$ cat src/hdl/srer_pkg.sv
// Package for the shift register encoder reader: phase codes, the result record
// and the Gray-to-binary decode. No dependencies; the sequencer, output register, top and bench import it.
package srer_pkg;

  localparam int WordWidth = 15;
  localparam int AccWidth  = 16;
  localparam int CountWidth = 4;
  localparam logic [CountWidth-1:0] BitCountReset = 4'd10;

  typedef enum logic [2:0] {
    PH_PREPARE = 3'd0,
    PH_LOAD    = 3'd1,
    PH_HIGH    = 3'd2,
    PH_LOW     = 3'd3,
    PH_LATCH   = 3'd4
  } phase_t;

  typedef struct packed {
    logic                 shift_load_n;
    logic                 serial_clock;
    logic                 clock_inhibit;
    logic                 word_valid;
    logic [WordWidth-1:0] gray_word;
    logic [WordWidth-1:0] binary_word;
  } result_t;

  // Decodes the low n bits of a Gray word; bits at and above n are ignored.
  // Each binary bit is the XOR of all Gray bits at or above it, built as a
  // suffix XOR in four doubling steps.
  function automatic logic [WordWidth-1:0] gray_to_binary(
    input logic [WordWidth-1:0]  g,
    input logic [CountWidth-1:0] n
  );
    logic [WordWidth-1:0] mask;
    logic [WordWidth-1:0] b;
    mask = WordWidth'((AccWidth'(1) << n) - AccWidth'(1));
    b = g & mask;
    b = b ^ (b >> 1);
    b = b ^ (b >> 2);
    b = b ^ (b >> 4);
    b = b ^ (b >> 8);
    return b;
  endfunction

endpackage

$ cat src/hdl/srer_in_if.sv
// Input channel of the shift register encoder reader: one sampled serial bit.
// Depends on nothing.
interface srer_in_if;
  logic valid;
  logic ready;
  logic serial_in;

  modport source (output valid, output serial_in, input ready);
  modport sink (input valid, input serial_in, output ready);
endinterface

$ cat src/hdl/srer_out_if.sv
// Output channel of the shift register encoder reader: pin levels and the words.
// Depends on nothing.
interface srer_out_if;
  logic        valid;
  logic        ready;
  logic        shift_load_n;
  logic        serial_clock;
  logic        clock_inhibit;
  logic        word_valid;
  logic [14:0] gray_word;
  logic [14:0] binary_word;

  modport source (
    output valid, output shift_load_n, output serial_clock, output clock_inhibit,
    output word_valid, output gray_word, output binary_word, input ready
  );
  modport sink (
    input valid, input shift_load_n, input serial_clock, input clock_inhibit,
    input word_valid, input gray_word, input binary_word, output ready
  );
endinterface

$ cat src/hdl/srer_sequencer.sv
// Phase sequencer: holds the phase, bit index, accumulator, latched Gray word
// and the bit_count register, and forms one result per tick. Uses srer_pkg.
module srer_sequencer import srer_pkg::*; (
  input  logic                  clk,
  input  logic                  rst,
  input  logic                  cfg_write,
  input  logic [CountWidth-1:0] cfg_data,
  input  logic                  step,
  input  logic                  serial_in,
  output result_t               result
);

  phase_t                phase, phase_next;
  logic [CountWidth-1:0] bits_taken, bits_taken_next;
  logic [AccWidth-1:0]   shift_acc, shift_acc_next;
  logic [WordWidth-1:0]  latched_gray, latched_gray_next;
  logic [CountWidth-1:0] bit_count;

  always_ff @(posedge clk) begin
    if (rst) begin
      phase        <= PH_PREPARE;
      bits_taken   <= '0;
      shift_acc    <= '0;
      latched_gray <= '0;
    end else if (step) begin
      phase        <= phase_next;
      bits_taken   <= bits_taken_next;
      shift_acc    <= shift_acc_next;
      latched_gray <= latched_gray_next;
    end
  end

  always_ff @(posedge clk) begin
    if (rst) begin
      bit_count <= BitCountReset;
    end else if (cfg_write) begin
      bit_count <= cfg_data;
    end
  end

  always_comb begin
    phase_next        = phase;
    bits_taken_next   = bits_taken;
    shift_acc_next    = shift_acc;
    latched_gray_next = latched_gray;
    result.shift_load_n  = 1'b1;
    result.serial_clock  = 1'b0;
    result.clock_inhibit = 1'b0;
    result.word_valid    = 1'b0;
    unique case (phase)
      PH_LOAD: begin
        result.shift_load_n  = 1'b0;
        result.clock_inhibit = 1'b1;
        phase_next = PH_HIGH;
      end
      PH_HIGH: begin
        result.serial_clock = 1'b1;
        shift_acc_next = shift_acc + (AccWidth'(serial_in) << bits_taken);
        // The frame ends once the index has reached bit_count.
        if (bits_taken >= bit_count) begin
          phase_next = PH_LATCH;
        end else begin
          bits_taken_next = bits_taken + CountWidth'(1);
          phase_next = PH_LOW;
        end
      end
      PH_LOW: begin
        phase_next = PH_HIGH;
      end
      PH_LATCH: begin
        // The first bit of the frame is a duplicate and is dropped.
        latched_gray_next = shift_acc[AccWidth-1:1];
        result.word_valid = 1'b1;
        phase_next = PH_PREPARE;
      end
      default: begin
        // Prepare phase; unused codes behave the same way.
        bits_taken_next = '0;
        shift_acc_next  = '0;
        phase_next      = PH_LOAD;
      end
    endcase
    result.gray_word   = latched_gray_next;
    result.binary_word = gray_to_binary(latched_gray_next, bit_count);
  end

endmodule

$ cat src/hdl/srer_out_reg.sv
// Result register between the sequencer and the output channel; it takes a new
// result in the same cycle that the held one transfers. Uses srer_pkg, srer_out_if.
module srer_out_reg import srer_pkg::*; (
  input  logic        clk,
  input  logic        rst,
  input  logic        load_valid,
  output logic        load_ready,
  input  result_t     load_data,
  srer_out_if.source  out_ch
);

  logic    valid;
  result_t data;

  assign load_ready = !valid || out_ch.ready;

  always_ff @(posedge clk) begin
    if (rst) begin
      valid <= 1'b0;
    end else if (load_valid && load_ready) begin
      valid <= 1'b1;
    end else if (out_ch.ready) begin
      valid <= 1'b0;
    end
  end

  always_ff @(posedge clk) begin
    if (load_valid && load_ready) begin
      data <= load_data;
    end
  end

  assign out_ch.valid         = valid;
  assign out_ch.shift_load_n  = data.shift_load_n;
  assign out_ch.serial_clock  = data.serial_clock;
  assign out_ch.clock_inhibit = data.clock_inhibit;
  assign out_ch.word_valid    = data.word_valid;
  assign out_ch.gray_word     = data.gray_word;
  assign out_ch.binary_word   = data.binary_word;

endmodule

$ cat src/hdl/shift_register_encoder_reader_unit.sv
// Top level of the shift register encoder reader.
// Uses srer_pkg, srer_in_if, srer_out_if, srer_sequencer and srer_out_reg.
//
// Each transfer on in_ch is one tick of the pin sequencer and carries the
// level of the shift register's serial output; it is used only in the clock
// high phase. Each tick yields exactly one transfer on out_ch with the pin
// levels for shift_load_n, serial_clock and clock_inhibit, a word_valid flag,
// the last latched Gray word and its binary decode over bit_count bits.
// A frame of N = bit_count bits takes 2*N + 4 ticks: prepare, load, N+1
// clock high phases with N clock low phases between them, and latch.
// The result of a tick sits in the output register from the cycle after its
// input transfer. One tick is taken every cycle, set by the single result
// register: in_ch.ready stays high while out_ch is empty or its held result
// transfers in the same cycle. When the receiver stalls, the held result
// stays on out_ch and in_ch.ready drops, so the sequencer waits without
// losing a tick. The user must write bit_count via cfg_write and cfg_data
// only while the block is idle; the block does not enforce it. Synchronous
// reset returns to the prepare phase, clears the accumulator and the
// latched word, sets bit_count to 10 and empties the output register.
module shift_register_encoder_reader_unit import srer_pkg::*; (
  input  logic                  clk,
  input  logic                  rst,
  input  logic                  cfg_write,
  input  logic [CountWidth-1:0] cfg_data,
  srer_in_if.sink               in_ch,
  srer_out_if.source            out_ch
);

  logic    load_ready;
  result_t result;

  assign in_ch.ready = load_ready;

  srer_sequencer u_seq (
    .clk       (clk),
    .rst       (rst),
    .cfg_write (cfg_write),
    .cfg_data  (cfg_data),
    .step      (in_ch.valid && load_ready),
    .serial_in (in_ch.serial_in),
    .result    (result)
  );

  srer_out_reg u_out (
    .clk        (clk),
    .rst        (rst),
    .load_valid (in_ch.valid),
    .load_ready (load_ready),
    .load_data  (result),
    .out_ch     (out_ch)
  );

endmodule

$ cat src/flat_wrapper.sv
// flat-port wrapper written by rule: the top's interface ports become plain ports
module shift_register_encoder_reader_unit_flat import srer_pkg::*;
  (clk, rst, cfg_write, cfg_data, in_ch_valid, in_ch_serial_in, in_ch_ready, out_ch_valid, out_ch_shift_load_n, out_ch_serial_clock, out_ch_clock_inhibit, out_ch_word_valid, out_ch_gray_word, out_ch_binary_word, out_ch_ready);
  srer_in_if in_ch_i ();
  srer_out_if out_ch_i ();
  input  logic clk;
  input  logic rst;
  input  logic cfg_write;
  input  logic [CountWidth-1:0] cfg_data;
  input wire logic [$bits(in_ch_i.valid)-1:0] in_ch_valid;
  input wire logic [$bits(in_ch_i.serial_in)-1:0] in_ch_serial_in;
  output wire logic [$bits(in_ch_i.ready)-1:0] in_ch_ready;
  output wire logic [$bits(out_ch_i.valid)-1:0] out_ch_valid;
  output wire logic [$bits(out_ch_i.shift_load_n)-1:0] out_ch_shift_load_n;
  output wire logic [$bits(out_ch_i.serial_clock)-1:0] out_ch_serial_clock;
  output wire logic [$bits(out_ch_i.clock_inhibit)-1:0] out_ch_clock_inhibit;
  output wire logic [$bits(out_ch_i.word_valid)-1:0] out_ch_word_valid;
  output wire logic [$bits(out_ch_i.gray_word)-1:0] out_ch_gray_word;
  output wire logic [$bits(out_ch_i.binary_word)-1:0] out_ch_binary_word;
  input wire logic [$bits(out_ch_i.ready)-1:0] out_ch_ready;
  assign in_ch_i.valid = in_ch_valid;
  assign in_ch_i.serial_in = in_ch_serial_in;
  assign in_ch_ready = in_ch_i.ready;
  assign out_ch_valid = out_ch_i.valid;
  assign out_ch_shift_load_n = out_ch_i.shift_load_n;
  assign out_ch_serial_clock = out_ch_i.serial_clock;
  assign out_ch_clock_inhibit = out_ch_i.clock_inhibit;
  assign out_ch_word_valid = out_ch_i.word_valid;
  assign out_ch_gray_word = out_ch_i.gray_word;
  assign out_ch_binary_word = out_ch_i.binary_word;
  assign out_ch_i.ready = out_ch_ready;
  shift_register_encoder_reader_unit u_core (.clk(clk), .rst(rst), .cfg_write(cfg_write), .cfg_data(cfg_data), .in_ch(in_ch_i), .out_ch(out_ch_i));
endmodule
$ cat config.mk
export PLATFORM = sky130hd
export DESIGN_NAME = shift_register_encoder_reader_unit_flat
export DESIGN_NICKNAME = d
export VERILOG_FILES = /design/src/hdl/srer_pkg.sv /design/src/hdl/srer_in_if.sv /design/src/hdl/srer_out_if.sv /design/src/hdl/srer_sequencer.sv /design/src/hdl/srer_out_reg.sv /design/src/hdl/shift_register_encoder_reader_unit.sv /design/src/flat_wrapper.sv
export SDC_FILE = /design/constraint.sdc
export NUM_CORES = 1
export LEC_CHECK = 0
export ABC_AREA = 1
export BUFFER_PORTS_ARGS = -buffer_cell sky130_fd_sc_hd__buf_4
export CAP_MARGIN = 20
export CORE_MARGIN = 2
export CORE_UTILIZATION = 40
export DETAILED_ROUTE_END_ITERATION = 8
export RECOVER_POWER = 100
export SETUP_SLACK_MARGIN = 0.4
export SYNTH_ARGS = -nofsm -noshare
export SYNTH_HDL_FRONTEND = slang
export SYNTH_HIERARCHICAL = 1
export SYNTH_SLANG_ARGS = --single-unit
$ cat constraint.sdc
create_clock -name clk -period 5.12 [get_ports clk]
set_input_delay 0.256 -clock clk [delete_from_list [all_inputs] [get_ports clk]]
set_output_delay 0.256 -clock clk [all_outputs]
set_load 0.05 [all_outputs]
==> flow_metrics.py <==
metrics = {
    "critical_path": {
        "critPathKind": "register to register",
        "endpoint_kind": "register",
        "r2r_setup_slack_ns": 1.56,
        "r2r_end": "u_core/u_out/out_ch.binary_word[0]$_DFFE_PP_",
        "cp.required_ns": 5.21,
        "r2r_start": "u_core/u_seq/phase[0]$_SDFFE_PP0P_",
        "arrival_ns": 3.65,
        "startpoint_type": "register",
        "critPathMaxFanout": 20,
        "reg2regPathDepth": 14,
    },
    "logic_synthesis": {
        "synth_seq_cells": 77,
        "synth-edff-count": 34,
        "yosysSeqAreaShare_pct": 35.8,
        "post_synth_num_cell_types": 44,
        "synthXorXnorAreaFrac_pct": 0.333,
        "synth_top_family_by_area": "simple AND/OR/NAND/NOR gates",
        "yosys.area_share.simple_pct": 37.4,
        "synth_ff_type": "dfxtp_1",
        "syn-instance-count": 740,
        "ys.warnings.count": 6,
        "synth_adder_area_share_pct": 5.37,
        "synthMuxAreaShare_pct": 0,
        "syn_avg_cell_area_sq_um": 7.11,
        "synth_compound_area_share_pct": 12.0,
        "ys_async_sr_fraction_pct": 0,
        "syn-cell-area_sq_um": 5260,
        "syn_nets": 772,
    },
    "global_route": {
        "antenna_found_initial": 0,
        "track_usage_pct": 20.0,
        "grt_pass1_wl_mm": 22.4,
        "first_global_vias": 4540,
        "grt_max_degree": 37,
        "grt_overflow": 0,
    },
    "route": {
        "via_per_inst": 5.05,
        "dr.pass1.iters": 5,
        "ant_nets": 0,
        "drc_errors": 0,
        "wl_per_cell_um": 14.3,
        "drt-initial-drc-count": 347,
        "wl_mm": 13.7,
        "vias": 4843,
    },
    "die": {
        "die_w_um": 119,
        "initial_core_util_pct": 41.4,
        "coreArea_sq_um": 12700,
        "dieHeight_um": 119,
        "dieArea_sq_um": 14100,
        "io_pins": 46,
        "rows": 41,
    },
    "clock_tree": {
        "cts_sinks": 77,
        "post_cts_buffers": 0,
        "path_clk_slew_ns": 0.06,
        "cts-buffers-inserted": 9,
        "htreeDepth": 3,
        "cts_resized": 0,
        "root_buffer": "clkbuf_16",
        "cts-hold-fix-buffers": 0,
        "cts_tree": "yes",
        "clk_latency_ns": 0.34,
        "cts_max_path_buffers": 2,
    },
    "sta": {
        "rsz0062_at_grt": "false",
        "worstMarginPinSlew_ns": 1.84,
        "max_freq_mhz": 281,
        "fin_skew_ns": 0.0101,
        "slew_headroom_pct": -22.5,
        "setup_viol": 0,
        "fin_crit_ns": 3.56,
        "fin_setup_tns_ns": 0,
        "fin_crit_sh_pct": 69.5,
        "hold_viol_final": 0,
        "drv_slew": 68,
        "fin_hold_ws_ns": 0.130,
    },
    "hold_path": {
        "whs_path_depth": 3,
        "hold_end": "u_core/u_seq/bit_count[1]$_SDFFE_PP1P_",
        "hp-class": "input pin to register",
        "hold_path_startpoint": "cfg_data[1]",
    },
    "cells_and_area": {
        "layout-drive-gt1-share_pct": 10.4,
        "antenna_cells": 0,
        "layoutNonFillerInstCount": 959,
        "area_growth_pct": 9.77,
        "final.fill_count": 1378,
        "nets": 814,
    },
    "pwr": {
        "p_sw_share_pct": 37.6,
        "ir_drop_mv": 0.113,
        "switchingPower_w": 0.000712,
        "seq_power_share_pct": 39.1,
        "p_leak_nw": 2.76,
        "p_clk_share_pct": 32.5,
        "internal-power_w": 0.00118,
        "power_density_nw_per_um2": 328,
        "p_comb_share_pct": 28.4,
    },
    "placed_design": {
        "gp_congestion": 0.915,
        "dpl.cell_count": 942,
        "hpwl_mm": 10.5,
        "port_buffers": 45,
    },
    "run": {
        "maxCapViolCount": 2,
    },
    "run_status": {
        "status": "complete, but fails checks",
        "violations": "max-capacitance violations, max-slew violations",
    },
}
metrics by stage:
step | power (W) | setup WS (ns) | area [sq um] | util (%)
6_report | 0.00189 | 1.56 | 5780 | 45.4
5_1_grt | 0.00201 | 1.21 | 5780 | 45.4
4_1_cts | 0.00197 | 2.32 | 6040 | 47.5
3_5_place_dp | 0.00134 | 2.34 | 5750 | 45.2
3_3_place_gp | 0.00133 | 2.38 | 5750 | 45.2
2_1_floorplan | 0.00120 | 2.42 | 5260 | -
layout by cell type (no fill, tap or decap), types with 4 or more instances in the layout:
cell type | synthesis | final
a21oi_1 | 57 | 57
buf_4 | 1 | 8
clkbuf_1 | 9 | 38
clkbuf_16 | 0 | 9
dfxtp_1 | 43 | 43
edfxtp_1 | 34 | 34
ha_1 | 21 | 21
inv_1 | 91 | 94
inv_2 | 13 | 10
nand2_1 | 204 | 221
nand2_2 | 31 | 19
nand2_4 | 9 | 4
nand3_1 | 58 | 62
nand3b_1 | 8 | 8
nand4_1 | 9 | 9
nor2_1 | 45 | 47
nor2_2 | 5 | 5
nor2_4 | 9 | 7
nor3_1 | 9 | 10
o21ai_0 | 37 | 38
flip-flops by register name, indices dropped and copies added, names as in the netlist:
register and flops:
u_core/u_out/out_ch.clock_inhibit 1, u_core/u_seq/phase 3, u_core/u_out/out_ch.binary_word 15, u_core/u_seq/bits_taken 4, u_core/u_out/out_ch.shift_load_n 1, u_core/u_out/out_ch.word_valid 1, u_core/u_seq/bit_count 4, u_core/u_out/out_ch.serial_clock 1
u_core/u_seq/latched_gray 15, u_core/u_out/out_ch.valid 1, u_core/u_out/out_ch.gray_word 15, u_core/u_seq/shift_acc 16
power groups by stage:
stage	registers, W	clock network [W]	logic (W)
CTS	0.000742	0.000639	0.000586
finish	0.000740	0.000616	0.000538
global route	0.000746	0.000670	0.000598
floorplan	0.000879	0	0.000318
detailed placement	0.000756	0	0.000583
global placement	0.000754	0	0.000574
synthesized netlist by cell type (13+ instances only):
cell type,count,area (sq um)
dfxtp_1,43,861
nand2_2,31,194
inv_2,13,48.8
nor2_1,45,169
o21ai_0,37,185
inv_1,91,342
ha_1,21,263
edfxtp_1,34,1020
nand2_1,204,766
nand3_1,58,290
a21oi_1,57,285
kinds of logic (layout without fill, tap and decap cells):
kind of cell    Yosys count  after routing
simple gates            403            403
buf+inv                 121            168
compound gates          115            115
flops                    77             77
fa+ha+maj                22             22
xor+xnor                  2              2
per-layer routing:
metal | global-route usage, % | vias up | share of wire [%]
met2 | 31.9 | 128 | 45
met5 | 0 | - | 0
met4 | 6.85 | 0 | 1.7
met1 | 27.5 | 2198 | 48
li1 | - | 2502 | -
met3 | 3.33 | 15 | 5.2
final cells by class:
cell class / instances / area, sq um / share of cell area (%)
Sequential cell: 77 / 1880 / 32.6
Tap cell: 172 / 215 / 3.73
Multi-Input combinational cell: 542 / 2780 / 48.2
Inverter: 106 / 399 / 6.91
Timing Repair Buffer: 46 / 203 / 3.51
Clock inverter: 7 / 67.6 / 1.17
Clock buffer: 9 / 225 / 3.90
critical path, cell delays in order, from the launching register on:
cell and delay (ns):
dfxtp_1 0.35, nor2_1 0.51, nand2_1 0.69, clkinvlp_2 0.52
nand2_2 0.08, nand2_1 0.17, nand2_1 0.08, nor2_1 0.16
nand3_1 0.17, nand2_1 0.19, inv_2 0.05, nand2_1 0.12
nand2_1 0.10, nand2_1 0.07, nand2_1 0.05
how the worst max path moves through the flow:
stage	start	end	slack [ns]
after floorplan	u_core/u_out/out_ch.valid$_SDFFE_PP0P_	u_core/u_out/out_ch.binary_word[0]$_DFFE_PP_	2.42
after global placement	u_core/u_seq/bit_count[3]$_SDFFE_PP1P_	u_core/u_out/out_ch.binary_word[0]$_DFFE_PP_	2.38
after detailed placement	u_core/u_seq/bit_count[3]$_SDFFE_PP1P_	u_core/u_out/out_ch.binary_word[0]$_DFFE_PP_	2.34
after CTS	u_core/u_seq/bit_count[3]$_SDFFE_PP1P_	u_core/u_out/out_ch.binary_word[0]$_DFFE_PP_	2.32
after global routing	u_core/u_seq/phase[0]$_SDFFE_PP0P_	u_core/u_out/out_ch.binary_word[0]$_DFFE_PP_	1.21
final	u_core/u_seq/phase[0]$_SDFFE_PP0P_	u_core/u_out/out_ch.binary_word[0]$_DFFE_PP_	1.56
(Power assumes the default switching activity.)
